--- config.mk ---
export PLATFORM = sky130hd
export DESIGN_NAME = smbrc_ctrl
export DESIGN_NICKNAME = d
export VERILOG_FILES = /design/src/sv/smbrc_pkg.sv /design/src/sv/smbrc_ctrl.sv
export VERILOG_INCLUDE_DIRS = /design/src /design/src/sv
export SDC_FILE = /design/constraint.sdc
export NUM_CORES = 1
export LEC_CHECK = 0
export BUFFER_PORTS_ARGS = -buffer_cell sky130_fd_sc_hd__buf_2
export CAP_MARGIN = 15
export CORE_AREA = 2 2 39 41
export DETAILED_ROUTE_END_ITERATION = 12
export DIE_AREA = 0 0 41 43
export GPL_TIMING_DRIVEN = 0
export PLACE_DENSITY_LB_ADDON = 0.1
export RECOVER_POWER = 50
export SKIP_CTS_REPAIR_TIMING = 1
export SLEW_MARGIN = 10
export SYNTH_ARGS = -nofsm -noshare
export SYNTH_HDL_FRONTEND = slang
export SYNTH_SLANG_ARGS = --single-unit
export TNS_END_PERCENT = 100
--- constraint.sdc ---
create_clock -name clk -period 0.9 [get_ports clk]
set_input_delay 0 -clock clk [delete_from_list [all_inputs] [get_ports clk]]
set_output_delay 0 -clock clk [all_outputs]
set_load 0.05 [all_outputs]
--- src/sv/assert_macros.svh ---
// Assertion macros shared by the RTL files.
// Define ASSERT_OFF to compile every assertion away.
`ifndef ASSERT_MACROS_SVH
`define ASSERT_MACROS_SVH

`ifndef ASSERT_OFF

// The property must hold at every rising edge outside reset.
`define ASSERT_CLK(lbl, clk, rst_n, prop, msg) \
  lbl: assert property (@(posedge clk) disable iff (!rst_n) (prop)) else $error(msg);

// The expression must never be true at a rising edge outside reset.
`define ASSERT_NEVER(lbl, clk, rst_n, expr, msg) \
  lbl: assert property (@(posedge clk) disable iff (!rst_n) !(expr)) else $error(msg);

`else

`define ASSERT_CLK(lbl, clk, rst_n, prop, msg)
`define ASSERT_NEVER(lbl, clk, rst_n, expr, msg)

`endif

`endif

--- src/sv/smbrc_pkg.sv ---
package smbrc_pkg;

  // Field widths of the bus side.
  localparam int unsigned ACTION_W = 2;
  localparam int unsigned ORIGIN_W = 3;
  localparam int unsigned ADDR_W   = 20;
  localparam int unsigned WORD_W   = 32;
  localparam int unsigned LAT_W    = 7;

  // Block geometry: eight words, aligned.
  localparam int unsigned BLOCK_WORDS = 8;
  localparam int unsigned BLOCK_SHIFT = $clog2(BLOCK_WORDS);
  localparam int unsigned BLK_W       = ADDR_W - BLOCK_SHIFT;

  // Bus command codes.
  localparam logic [ACTION_W-1:0] ACT_NONE    = 2'd0;
  localparam logic [ACTION_W-1:0] ACT_READ    = 2'd1;
  localparam logic [ACTION_W-1:0] ACT_READ_EX = 2'd2;
  localparam logic [ACTION_W-1:0] ACT_FLUSH   = 2'd3;

  // Originator ids below this value are cores.
  localparam logic [ORIGIN_W-1:0] NUM_CORES = 3'd4;

  // Read latency after reset.
  localparam logic [LAT_W-1:0] LAT_RESET = 7'd16;

  // Commands from the controller to the datapath.
  typedef struct packed {
    logic clear_step;
    logic capture;
    logic exec;
    logic mem_rd;
  } smbrc_cmd_t;

  // Status from the datapath to the controller.
  typedef struct packed {
    logic clear_last;
  } smbrc_stat_t;

endpackage

--- src/sv/smbrc_ctrl.sv ---
`include "assert_macros.svh"

module smbrc_ctrl import smbrc_pkg::*; (
  input  logic        clk,
  input  logic        rst_n,
  input  logic        start,
  output logic        busy,
  output logic        out_valid,
  input  smbrc_stat_t stat,
  output smbrc_cmd_t  cmd
);

  // Controller states.
  localparam logic [2:0] S_CLEAR = 3'd0;
  localparam logic [2:0] S_IDLE  = 3'd1;
  localparam logic [2:0] S_EXEC  = 3'd2;
  localparam logic [2:0] S_READ  = 3'd3;
  localparam logic [2:0] S_RESP  = 3'd4;

  logic [2:0] state_r;
  logic [2:0] state_nxt;
  logic       accept;

  // A new item may enter while idle or while the previous result is shown.
  assign busy   = !((state_r == S_IDLE) || (state_r == S_RESP));
  assign accept = start && !busy;

  // Next-state logic.
  always_comb begin
    state_nxt = state_r;
    case (state_r)
      S_CLEAR: begin
        if (stat.clear_last) begin
          state_nxt = S_IDLE;
        end
      end
      S_IDLE: begin
        if (accept) begin
          state_nxt = S_EXEC;
        end
      end
      S_EXEC: begin
        state_nxt = S_READ;
      end
      S_READ: begin
        state_nxt = S_RESP;
      end
      S_RESP: begin
        if (accept) begin
          state_nxt = S_EXEC;
        end else begin
          state_nxt = S_IDLE;
        end
      end
      default: begin
        state_nxt = S_CLEAR;
      end
    endcase
  end

  // State register.
  always_ff @(posedge clk) begin
    if (!rst_n) begin
      state_r <= S_CLEAR;
    end else begin
      state_r <= state_nxt;
    end
  end

  // Datapath commands.
  always_comb begin
    cmd.clear_step = (state_r == S_CLEAR);
    cmd.capture    = accept;
    cmd.exec       = (state_r == S_EXEC);
    cmd.mem_rd     = (state_r == S_READ);
  end

  assign out_valid = (state_r == S_RESP);

  // An accepted item always moves on to execution.
  `ASSERT_CLK(a_accept_exec, clk, rst_n, accept |=> (state_r == S_EXEC),
              "accepted item did not enter execution")
  // A result is shown only right after the store read.
  `ASSERT_CLK(a_resp_after_read, clk, rst_n, out_valid |-> ($past(state_r) == S_READ),
              "result shown without a store read")

endmodule

# == Word level (Yosys, flattened, before mapping) ==
# Cells that the tools add are included.
# totals
reg_bits,3
latch_bits,0
ramBits,0
romBits,0
in_bits,4
memories,0
# classes
add_sub_neg,0
multipliers,0
div,0
n_lt_le_gt_ge,0
eq_ne,6
shifts,0
mux,4
n_bitwise,0
reduce_logical,5
# op_table
operator,count
one-hot mux 3 bit (5 select lines),1
"== test 3 x 2 -> 1 bit, second input constant",2
2-to-1 mux 3 bit,2
"inequality test 2 bit, second input constant",2
"== test 3 x 1 -> 1 bit, second input constant",1
"== test 3 bit, second input constant",1
zero test 3 bit,1
2-to-1 mux 2 bit,1
AND reduction 2 bit,1
logical AND 1 bit,1
zero test 1 bit,1
logical OR 1 bit,1

# == Logic depth before layout (Yosys ltp) ==
# depth
word_depth,5
depth_mapped,3

# == Worst setup path before layout ==
# OpenSTA, ideal clock, no wires.
# synth_timing
path_type,reg-to-reg
from,register state_r[1]
to,register state_r[1]
setup_time_ns,0.063
arrival_time_ns,1.890
slack_ns,-1.053
stages_incl_launch_ff,3
synth_period_minus_slack_ns,1.953
path_cell_list,dfxtp_1 nor3b_1 o21a_1
# synth_lines
element,line,rtl
start: declaration,smbrc_ctrl.sv:20,logic [2:0] state_r;
start signal: assignment,smbrc_ctrl.sv:66,state_r <= state_nxt;

# == Final worst setup path ==
# layout_timing
from,register state_r[0]
to,output cmd[2] in the netlist's numbering
# layout_via
elab_chain_len,3
elab_cells_between_ends,4
classes_between,eq/ne: 2; reduce/logical: 2
# layout_lines
element,line,rtl
== test 3 x 1 -> 1 bit / == test 3 bit (equally long branches),smbrc_ctrl.sv:25,assign busy = !((state_r == S_IDLE) || (state_r == S_RESP));
logical OR 1 bit (*),smbrc_ctrl.sv:25,
logical AND 1 bit (*),smbrc_ctrl.sv:26,assign accept = start && !busy;
end: declaration,smbrc_ctrl.sv:10,output smbrc_cmd_t cmd
# Every way passes the cells marked *; elsewhere a longest branch is shown, timed or not.

==> results.md <==
* Setup crit end kind: primary output
* Syn Nets at 21
* Pre-CTS WS at -0.2096 ns
* Remaining global-route overflow at 0
* Die extent in x at 41 um
* Pleak at 0.1531 nW
* R2R setup slack at -0.11 ns
* Min-delay src: rst_n
* Peak VDD IR at 0.0004481 V
* Worst skew pair latency at 0.23 ns
* WP data arrival at 1.23 ns
* Cell Int Power at 397.8 uW
* Pre-Repair DR Iteration Count at 1
* Syn avg cell area at 9.421 um2
* H-tree levels at 1
* Root Buffer: clkbuf_4
* Share of post-route cells with drive strength above 1 at 0.7879
* Core Area at 0.001384 mm2
* Switch Pwr at 195.1 uW
* Placed insts at 42
* Worst Hold Class: primary input to flop
* # setup viols final at 7
* Syn Inst Count at 17
* Post-DP Area at 269.0 um2
* Slew Viols, Final at 0
* Cell Chain, Critical Path: xnor2_4 > nor3b_2 > buf_4 > buf_8
* Final Skew at 0.002101 ns
* Antenna violations before repair at 0
* CP Buf/Inv Count at 2
* Hold Fails Final Rpt at 0
* Max-cap violations at 0
* Slew headroom at 0.8787
* Fin crit period at 1.226 ns
* Yosys cell types at 11
* Worst setup path category: flop to primary output
* DR vias/cell at 3.673
* Final Cycle Share at 1.362
* Unrepaired setup endpoints after global routing: true
* Max FFs per register at 3
* Logic gate share of total power at 0.334
* Total negative slack at -1.431 ns
* Fin area at 372.9 um2
* Non-filler cells in the finished layout at 49
* Vias at 180
* Initial DRC Count at 0
* Clk buf depth at 2
* Largest net degree at the start of global routing at 9
* Fmax at 815.8 MHz
* Top delay family on crit path: flip-flops
* Drc violations at 0
* GPL Wtd Cong at 0.5859
* Sequential share of power at 0.273
* CP required at 0.90 ns
* Number of port buffers at 9
* Failing checks: negative setup slack
* Critical R2R Capture: state_r[1]
* Num ports at 10
* Hold Path Depth at 2
* Commonest non-fill, non-tap cell in the layout: buf_6
* Worst Hold End: state_r[0]
* Clock Power Share at 0.393
* Cell Rows at 14
* YS warnings at 0
* Reg clk slew, reported paths at 0.04 ns
* CTS tree: done
* Initial Util at 0.1157
* Worst r2r path cells at 4
* TritonCTS Sinks at 3
* Mapped cell area at 160.2 um2
* Outcome: finished with violations
* CTS Buf Count at 3
* Slowest stage cell, crit path: dfxtp_4
* Nets@finish at 38
* Commonest cells after routing, fill and taps aside: 5 x buf_6, 4 x buf_4, 3 x clkbuf_4, 3 x buf_2, 3 x dfxtp_4
* RR Startpoint: state_r[0]
* Ant diodes at 0
* Synth Register Bits at 3
* First-pass GRT wire length at 690 um
* Switching share of total power at 0.3291
* Die Ht at 43 um
* Crit path max fanout at 5
* Util after Layout at 0.2694
* Largest regs: state_r x3
* CP startpoint kind: flop
* Post-DP HPWL at 318.8 um
* Synth-to-layout area growth at 132.8%
* Routed Antenna Nets at 0
* DRT Wirelength at 433 um
* Final worst setup slack at -0.3258 ns
* Worst-Margin Slew at 0.1806 ns
* Avg WL per Cell at 8.837 um
* GR Util All Layers at 0.06620
* Number of global-route vias before repair at 167
* Sequential fraction of the synthesis area at 0.3750
* Biggest register: state_r
* DIE AREA at 0.001763 mm2
* PD cells at 1590 mW/mm2
* CP peak stage delay at 0.37 ns
-- metrics by stage --
| step | hold slack (ns) | total power, mW |
|---|---|---|
| after global routing | 0.01003 | 0.6437 |
| after floorplan | 0.1171 | 0.2805 |
| after CTS | 0.008636 | 0.5610 |
| final | 0.01180 | 0.5930 |
| after detailed placement | 0.2564 | 0.3130 |
| after global placement | 0.2508 | 0.3138 |
-- layer usage --
layer / wire [um] / up-vias / global-route usage
met1: 182 / 84 / 0.07051
met5: 0 / - / 0
li1: - / 91 / -
met3: 23 / 0 / 0.03141
met4: 0 / 0 / 0.1000
met2: 227 / 5 / 0.07188
-- worst max-delay path by stage --
stage | end | slack (ns) | cells after the start | start
after detailed placement | cmd[2] | -0.21 | 4 | state_r[0]
after floorplan | state_r[1] | -0.23 | 2 | state_r[1]
after CTS | cmd[2] | -0.47 | 4 | state_r[0]
after global placement | cmd[2] | -0.22 | 4 | state_r[0]
final | cmd[2] | -0.33 | 4 | state_r[0]
after global routing | cmd[2] | -0.39 | 4 | state_r[0]
-- worst register-to-register path: stages (launching register included) --
cell and delay, ns:
dfxtp_4 0.37, xnor2_4 0.18, nor3b_2 0.07, buf_4 0.13
o21a_1 0.15
-- power groups by stage --
stage	combinational (mW)	sequential (mW)	clock (mW)
2_1_floorplan	0.118	0.162	0
4_1_cts	0.147	0.164	0.250
5_1_grt	0.210	0.164	0.269
3_5_place_dp	0.147	0.166	0
6_report	0.198	0.162	0.233
3_3_place_gp	0.147	0.167	0
-- cells in the mapped netlist --
library cell / n / share of area
nor3_1: 3 / 0.094
o21a_1: 2 / 0.094
and2_1: 1 / 0.039
nor3b_1: 2 / 0.094
and3b_2: 1 / 0.063
buf_4: 1 / 0.047
xnor2_1: 1 / 0.055
or2_2: 1 / 0.039
nor2_1: 1 / 0.023
nor3b_2: 1 / 0.078
dfxtp_1: 3 / 0.38
-- kinds of logic after synthesis --
kind of cell	Yosys count	synth area share
AND/OR/NAND/NOR	10	0.4297
flip-flops	3	0.3750
AO/OA/AOI/OAI	2	0.09372
XOR/XNOR	1	0.05470
buffers and inverters	1	0.04689
-- layout make-up --
class                      count  area [um2]
sequential                     3       71.32
fill                         160        1011
multi-input combinational     13       138.9
clock buffer                   4       26.28
tap                           16       20.02
buffer                         1       7.507
timing repair buffer          12       108.9
No activity file was read; power rests on OpenSTA's default activity.
